--- config.mk ---
export PLATFORM = sky130hd
export DESIGN_NAME = tagged_sparse_feature_parser
export DESIGN_NICKNAME = d
export VERILOG_FILES = /design/src/hw/rtl/tsfp_pkg.sv /design/src/hw/rtl/tsfp_in_stage.sv /design/src/hw/rtl/tsfp_parse.sv /design/src/hw/rtl/tagged_sparse_feature_parser.sv
export SDC_FILE = /design/constraint.sdc
export NUM_CORES = 1
export LEC_CHECK = 0
export ABC_AREA = 0
export BUFFER_PORTS_ARGS = -buffer_cell sky130_fd_sc_hd__buf_2
export CORE_MARGIN = 2
export CORE_UTILIZATION = 59
export CTS_CLUSTER_DIAMETER = 120
export DETAILED_ROUTE_END_ITERATION = 7
export GPL_ROUTABILITY_DRIVEN = 0
export PLACE_DENSITY_LB_ADDON = 0.3
export SYNTH_ARGS = -nofsm -noshare
export SYNTH_HDL_FRONTEND = slang
export SYNTH_SLANG_ARGS = --single-unit
--- constraint.sdc ---
create_clock -name clk -period 12.05 [get_ports clk]
set_clock_uncertainty 0.05 [all_clocks]
set_input_delay 1.205 -clock clk [delete_from_list [all_inputs] [get_ports clk]]
set_output_delay 1.205 -clock clk [all_outputs]
set_load 0.05 [all_outputs]
--- src/hw/rtl/tsfp_pkg.sv ---
package tsfp_pkg;

    localparam int unsigned ByteWidth  = 8;
    localparam int unsigned IndexWidth = 14;
    localparam int unsigned LimitWidth = 15;
    localparam int unsigned WordWidth  = 32;

    localparam logic [LimitWidth-1:0] LimitReset = 15'd16384;

    typedef enum logic [1:0] {
        PH_HDR_LO  = 2'd0,
        PH_HDR_HI  = 2'd1,
        PH_VALUE   = 2'd2,
        PH_TRAILER = 2'd3
    } tsfp_phase_t;

    typedef enum logic [1:0] {
        FMT_FLOAT = 2'd0,
        FMT_INT8  = 2'd1,
        FMT_INT16 = 2'd2,
        FMT_INT32 = 2'd3
    } tsfp_format_t;

    typedef enum logic {
        KIND_FEATURE = 1'b0,
        KIND_END     = 1'b1
    } tsfp_kind_t;

    typedef struct packed {
        logic                  valid;
        logic [ByteWidth-1:0]  data;
    } tsfp_byte_t;

    // packed from the top bit down, so feature_index lands in the lowest bits
    typedef struct packed {
        logic [7:0]                   second_factor;
        logic [7:0]                   first_factor;
        logic signed [15:0]           score;
        logic signed [WordWidth-1:0]  value_word;
        logic [1:0]                   value_format;
        logic [IndexWidth-1:0]        feature_index;
    } tsfp_result_t;

    localparam int unsigned ResultWidth = $bits(tsfp_result_t);

    function automatic logic [1:0] last_pos(input logic [1:0] fmt);
        logic [1:0] pos;
        unique case (fmt)
            FMT_INT8:  pos = 2'd0;
            FMT_INT16: pos = 2'd1;
            default:   pos = 2'd3;
        endcase
        return pos;
    endfunction

    function automatic logic [WordWidth-1:0] extend_value(input logic [1:0] fmt,
                                                         input logic [WordWidth-1:0] raw);
        logic [WordWidth-1:0] w;
        unique case (fmt)
            FMT_INT8:  w = {{24{raw[7]}}, raw[7:0]};
            FMT_INT16: w = {{16{raw[15]}}, raw[15:0]};
            default:   w = raw;
        endcase
        return w;
    endfunction

endpackage

--- src/hw/rtl/tsfp_in_stage.sv ---
module tsfp_in_stage
    import tsfp_pkg::*;
(
    input  logic                 clk,
    input  logic                 rst_n,
    input  logic                 in_valid,
    output logic                 in_ready,
    input  logic [ByteWidth-1:0] in_data,
    output tsfp_byte_t           held,
    input  logic                 take
);

    logic                 valid_reg;
    logic                 valid_next;
    logic [ByteWidth-1:0] data_reg;
    logic [ByteWidth-1:0] data_next;

    assign in_ready = !valid_reg || take;

    always_comb
    begin
        valid_next = valid_reg;
        data_next  = data_reg;
        if (in_valid && in_ready)
        begin
            valid_next = 1'b1;
            data_next  = in_data;
        end
        else if (take)
        begin
            valid_next = 1'b0;
        end
    end

    always_ff @(posedge clk or negedge rst_n)
    begin
        if (!rst_n)
        begin
            valid_reg <= 1'b0;
        end
        else
        begin
            valid_reg <= valid_next;
        end
    end

    always_ff @(posedge clk)
    begin
        data_reg <= data_next;
    end

    assign held.valid = valid_reg;
    assign held.data  = data_reg;

endmodule

--- src/hw/rtl/tsfp_parse.sv ---
module tsfp_parse
    import tsfp_pkg::*;
(
    input  logic                  clk,
    input  logic                  rst_n,
    input  logic                  cfg_valid,
    input  logic [LimitWidth-1:0] cfg_data,
    input  tsfp_byte_t            held,
    output logic                  take,
    output logic                  out_valid,
    input  logic                  out_ready,
    output tsfp_result_t          out_result,
    output tsfp_kind_t            out_kind
);

    tsfp_phase_t           phase_reg;
    tsfp_phase_t           phase_next;
    logic [LimitWidth-1:0] limit_reg;
    logic [ByteWidth-1:0]  header_low_reg;
    logic [ByteWidth-1:0]  header_low_next;
    logic [1:0]            format_reg;
    logic [1:0]            format_next;
    logic [IndexWidth-1:0] index_reg;
    logic [IndexWidth-1:0] index_next;
    logic [WordWidth-1:0]  assembly_reg;
    logic [WordWidth-1:0]  assembly_next;
    logic [1:0]            pos_reg;
    logic [1:0]            pos_next;
    logic                  out_valid_reg;
    logic                  out_valid_next;
    tsfp_result_t          result_reg;
    tsfp_result_t          result_next;
    tsfp_kind_t            kind_reg;
    tsfp_kind_t            kind_next;

    logic                  emit;
    logic [WordWidth-1:0]  word_cur;
    logic [IndexWidth-1:0] hdr_index;

    assign take      = held.valid && (!out_valid_reg || out_ready);
    assign hdr_index = {held.data[5:0], header_low_reg};

    always_comb
    begin
        word_cur = assembly_reg;
        word_cur[{pos_reg, 3'b000} +: ByteWidth] = held.data;
    end

    always_comb
    begin
        phase_next      = phase_reg;
        header_low_next = header_low_reg;
        format_next     = format_reg;
        index_next      = index_reg;
        assembly_next   = assembly_reg;
        pos_next        = pos_reg;
        emit            = 1'b0;
        result_next     = result_reg;
        kind_next       = kind_reg;
        if (take)
        begin
            unique case (phase_reg)
                PH_HDR_LO:
                begin
                    header_low_next = held.data;
                    phase_next      = PH_HDR_HI;
                end
                PH_HDR_HI:
                begin
                    format_next   = held.data[7:6];
                    index_next    = hdr_index;
                    assembly_next = '0;
                    pos_next      = 2'd0;
                    if ({1'b0, hdr_index} >= limit_reg)
                    begin
                        phase_next = PH_TRAILER;
                    end
                    else
                    begin
                        phase_next = PH_VALUE;
                    end
                end
                PH_VALUE:
                begin
                    assembly_next = word_cur;
                    pos_next      = pos_reg + 2'd1;
                    if (pos_reg == last_pos(format_reg))
                    begin
                        emit                       = 1'b1;
                        kind_next                  = KIND_FEATURE;
                        result_next                = '0;
                        result_next.feature_index  = index_reg;
                        result_next.value_format   = format_reg;
                        result_next.value_word     = extend_value(format_reg, word_cur);
                        phase_next                 = PH_HDR_LO;
                        assembly_next              = '0;
                        pos_next                   = 2'd0;
                    end
                end
                PH_TRAILER:
                begin
                    assembly_next = word_cur;
                    pos_next      = pos_reg + 2'd1;
                    if (pos_reg == 2'd3)
                    begin
                        emit                      = 1'b1;
                        kind_next                 = KIND_END;
                        result_next               = '0;
                        result_next.score         = word_cur[15:0];
                        result_next.first_factor  = word_cur[23:16];
                        result_next.second_factor = word_cur[31:24];
                        phase_next                = PH_HDR_LO;
                        assembly_next             = '0;
                        pos_next                  = 2'd0;
                    end
                end
                default:
                begin
                    phase_next = PH_HDR_LO;
                end
            endcase
        end
    end

    always_comb
    begin
        out_valid_next = out_valid_reg;
        if (emit)
        begin
            out_valid_next = 1'b1;
        end
        else if (out_ready)
        begin
            out_valid_next = 1'b0;
        end
    end

    always_ff @(posedge clk or negedge rst_n)
    begin
        if (!rst_n)
        begin
            phase_reg      <= PH_HDR_LO;
            limit_reg      <= LimitReset;
            header_low_reg <= '0;
            format_reg     <= '0;
            index_reg      <= '0;
            assembly_reg   <= '0;
            pos_reg        <= '0;
            out_valid_reg  <= 1'b0;
        end
        else
        begin
            phase_reg      <= phase_next;
            header_low_reg <= header_low_next;
            format_reg     <= format_next;
            index_reg      <= index_next;
            assembly_reg   <= assembly_next;
            pos_reg        <= pos_next;
            out_valid_reg  <= out_valid_next;
            if (cfg_valid)
            begin
                limit_reg <= cfg_data;
            end
        end
    end

    always_ff @(posedge clk)
    begin
        result_reg <= result_next;
        kind_reg   <= kind_next;
    end

    assign out_valid  = out_valid_reg;
    assign out_result = result_reg;
    assign out_kind   = kind_reg;

    a_result_from_take: assert property (@(posedge clk) disable iff (!rst_n)
        $rose(out_valid_reg) |-> $past(take))
        else $error("result appeared without a consumed byte");

    a_low_then_high: assert property (@(posedge clk) disable iff (!rst_n)
        (take && phase_reg == PH_HDR_LO) |=> (phase_reg == PH_HDR_HI))
        else $error("header low byte not followed by high byte phase");

    a_emit_restarts: assert property (@(posedge clk) disable iff (!rst_n)
        emit |=> (phase_reg == PH_HDR_LO && assembly_reg == '0))
        else $error("record state not cleared after a result");

    a_header_pos: assert property (@(posedge clk) disable iff (!rst_n)
        (phase_reg == PH_HDR_LO || phase_reg == PH_HDR_HI) |-> (pos_reg == 2'd0))
        else $error("byte position not zero in header phase");

    a_no_overwrite: assert property (@(posedge clk) disable iff (!rst_n)
        (out_valid_reg && !out_ready) |-> !take)
        else $error("byte consumed while result stalled");

endmodule

--- src/hw/rtl/tagged_sparse_feature_parser.sv ---
// Tagged sparse feature parser.
// s_axis carries one byte of a little-endian record stream per transaction.
// Each record is a run of 16-bit headers (2-bit format tag, 14-bit index); an
// index below feature_limit is followed by a value of 1, 2 or 4 bytes and
// produces a feature result, an index at or above it is followed by four
// trailer bytes and produces an end-of-record result.
// m_axis carries one result per transaction; tuser is the kind (0 feature,
// 1 end of record), tdata the payload fields.
// cfg writes feature_limit; write it only while the stream is idle.
// Throughput: one byte per cycle while m_axis does not stall. Each byte passes
// an input register and then the result register before its result appears.
// When m_axis stalls, the pending result holds and the input register takes at
// most one more byte; s_axis_tready then drops until the result is taken.
// Reset: empty pipeline, parser waits for a header low byte, feature_limit is
// 16384 (no header ends a record until written lower).
module tagged_sparse_feature_parser
    import tsfp_pkg::*;
(
    input  logic                   clk,
    input  logic                   rst_n,
    input  logic                   s_axis_tvalid,
    output logic                   s_axis_tready,
    input  logic [ByteWidth-1:0]   s_axis_tdata,   // byte_value
    output logic                   m_axis_tvalid,
    input  logic                   m_axis_tready,
    // feature_index[13:0], value_format[15:14], value_word[47:16],
    // score[63:48], first_factor[71:64], second_factor[79:72]
    output logic [ResultWidth-1:0] m_axis_tdata,
    output logic [0:0]             m_axis_tuser,   // out_kind
    input  logic                   cfg_valid,
    output logic                   cfg_ready,
    input  logic [LimitWidth-1:0]  cfg_data        // feature_limit
);

    tsfp_byte_t   held;
    logic         take;
    tsfp_result_t result;
    tsfp_kind_t   kind;

    assign cfg_ready = 1'b1;

    tsfp_in_stage u_in_stage (
        .clk      (clk),
        .rst_n    (rst_n),
        .in_valid (s_axis_tvalid),
        .in_ready (s_axis_tready),
        .in_data  (s_axis_tdata),
        .held     (held),
        .take     (take)
    );

    tsfp_parse u_parse (
        .clk        (clk),
        .rst_n      (rst_n),
        .cfg_valid  (cfg_valid),
        .cfg_data   (cfg_data),
        .held       (held),
        .take       (take),
        .out_valid  (m_axis_tvalid),
        .out_ready  (m_axis_tready),
        .out_result (result),
        .out_kind   (kind)
    );

    assign m_axis_tdata = result;
    assign m_axis_tuser = kind;

endmodule
==> metrics <==
share of cells above drive strength 1 27.83%; nets approximately 700; largest net degree at the start of global routing 82; CP Capture Point s_axis_tready; Design Area, Final 8367 µm²; hold depth 1; Setup Total Neg Slack 0 ns; CTS Buffer Depth 2; Slew HR 30.65%; Synth Area per Inst 12.92 µm²; Finished Layout Cells 819; warnings from Yosys 0; post-synthesis instance total about 560; cell area after synthesis 7247 µm²; CTS Buf Count 17; Post-DP Area just under 8000 µm²; Critical Path Fanout Max 6; H-tree depth 4; Post-CTS Resized 0; global-route wire length before repair 23780 µm; DRC violations left 0; CP Launch Type input port; via count 4836; detail-routed net length per standard cell 18.10 µm; final setup fails 0; CP Launch Point m_axis_tready; Core Region ~12000 µm²; status finished clean; Tcrit/Tclk final 27.05%; GRT Residual Overflow 0; maximum clock rate ~310 MHz; placed cell count 787; Worst-Skew Late Latency around 0.42 ns; Pwr Total 2.242 mW; number of synthesized register bits 166; top cell type's share of synthesized area a little under two fifths; FF-to-FF path depth 6; PortBufs 110; antenna violations before repair 0; WP data arrival 2.00 ns; clk sinks 166; Die Ht 114.8 µm; die area 13190 µm²; Area Growth Syn to Fin 15.45%; Layout fillers ~850; Largest register FFs 80; end of the worst register-to-register path u_parse.out_result[40]$_SDFFCE_PN0P_; required time of the critical path 10.80 ns; leading area contributor after synthesis edfxtp_1; syn_nets roughly 600; clk slew on worst S/H paths 0.06 ns; Final Hold Viols 0; final WL 14830 µm; Ant. Diodes 0; WS Path Type in -> out; minimum clock period 3.260 ns; DR pass1 iterations 5; initial DRC count 392; Worst-Margin Slew 1.040 ns; RSZ-0062 raised after global routing no; Max IR drop VDD about 0.16 mV; Final Max Slew Viols 0; hold crit path type reg -> reg; Max Cap Viol 0; Cell Rows 40; Lkg Pwr 3.490 nW; Post-CTS Hold Buffers 0; CTS tree built; Total GRT Usage 23.70%; vias per cell 5.905; post-CTS setup repair buffer count 0; ANT nets after route 0; CTS Root Cell clkbuf_16; Async S/R FF share, synth 46.39%; Die Wd 114.8 µm; commonest register cell after synthesis edfxtp_1; Finished Core Util 69.66%; flop-to-flop setup slack 8.83 ns; initial cell density of the core 60.33%; Ports 112; Critical Path End Type output pin; Area contributors post-synth edfxtp_1 37%, dfrtp_1 26%, ha_1 3.6%; sequential area share after synthesis 63.48%; RR Startpoint u_parse.format_reg[0]$_DFFE_PN0P_; Detailed Place HPWL 9697 µm; Post-synth EDFFs 89; pwr dens 268.0 nW/µm²; vias in the first global route 4678; post-synth cell types 63
-- per-stage QoR --
step                      worst slack (ns)  hold WS [ns]
final                                8.790        0.4375
after global routing                 8.684        0.4563
after CTS                            8.805        0.4342
after detailed placement             8.808        0.4167
after global placement               8.865        0.4052
after floorplan                      4.362        0.3922
-- layout make-up --
| type | instances | area [µm²] | area share [%] |
|---|---|---|---|
| clock buffer | 21 | 440.4 | 5.264 |
| clock inverter | 11 | 87.58 | 1.047 |
| inverter | 25 | 93.84 | 1.122 |
| multi-input combinational | 337 | 2392 | 28.59 |
| sequential | 166 | 4601 | 54.99 |
| tap | 147 | 183.9 | 2.198 |
| timing repair buffer | 112 | 568.0 | 6.789 |
-- report_power, final --
part | internal [mW] | leakage, nW | total, mW | switching (mW)
sequential | 0.794 | 1.82 | 0.873 | 0.0788
combinational | 0.257 | 1.41 | 0.879 | 0.622
clock | 0.281 | 0.258 | 0.490 | 0.209
total | 1.33 | 3.49 | 2.24 | 0.910
-- worst min-delay path by stage --
stage | from | end | slack, ns
finish | u_parse.assembly_reg[30]$_DFFE_PN0P_ | u_parse.assembly_reg[30]$_DFFE_PN0P_ | 0.44
global route | u_parse.assembly_reg[26]$_DFFE_PN0P_ | u_parse.assembly_reg[26]$_DFFE_PN0P_ | 0.46
CTS | u_parse.assembly_reg[30]$_DFFE_PN0P_ | u_parse.assembly_reg[30]$_DFFE_PN0P_ | 0.43
detailed placement | u_parse.assembly_reg[30]$_DFFE_PN0P_ | u_parse.assembly_reg[30]$_DFFE_PN0P_ | 0.42
global placement | u_parse.assembly_reg[8]$_DFFE_PN0P_ | u_parse.assembly_reg[8]$_DFFE_PN0P_ | 0.41
floorplan | u_parse.assembly_reg[10]$_DFFE_PN0P_ | u_parse.assembly_reg[10]$_DFFE_PN0P_ | 0.39
-- per-layer routing --
layer | track usage, % | vias to the layer above | part of all wire (%)
li1 | - | 2231 | -
met5 | 0 | - | 0
met2 | 37.63 | 197 | 48
met3 | 5.957 | 30 | 6.5
met1 | 32.11 | 2378 | 43
met4 | 8.916 | 0 | 2.2
-- layout by cell type (no fill, tap or decap), drive strengths merged, types with 8 or more instances in the layout --
cell,instances
a211oi,18
a21oi,29
a22o,14
a22oi,16
and2,15
buf,112
clkbuf,21
clkinv,9
dfrtp,76
edfxtp,89
ha,21
inv,24
mux2,26
nand2,32
nand2b,10
nor2,46
nor2b,18
o21ai,37
o2bb2ai,8
-- synth_stat cells (4+ instances only) --
master and n:
edfxtp_1 89, dfrtp_1 76, nor2_1 45, o21ai_0 34, nand2_1 31, a21oi_1 29, inv_1 22, ha_1 21
a211oi_1 18, clkbuf_1 18, nor2b_1 17, mux2_2 16, and2_1 15, a22o_1 14, a22oi_1 14, mux2_4 10
nand2b_1 10, o2bb2ai_1 8, buf_2 6, nand4_1 5, nand3_1 4
-- critical path, cell delays in order --
cell     delay, ns
buf_2         0.11
nor2b_2       0.30
nand2_1       0.15
buf_2         0.23
-- logic make-up after synthesis --
group                    count (synthesis)  share of synthesized area (%)
adder cells (fa/ha/maj)                 21                          3.626
multiplexers                            26                          4.558
buffers and inverters                   58                          3.574
AO/OA/AOI/OAI                          138                          13.23
AND/OR/NAND/NOR                        149                          11.14
flip-flops                             166                          63.48
XOR/XNOR                                 2                         0.3454
other                                    1                        0.05175
(Power assumes the default switching activity.)
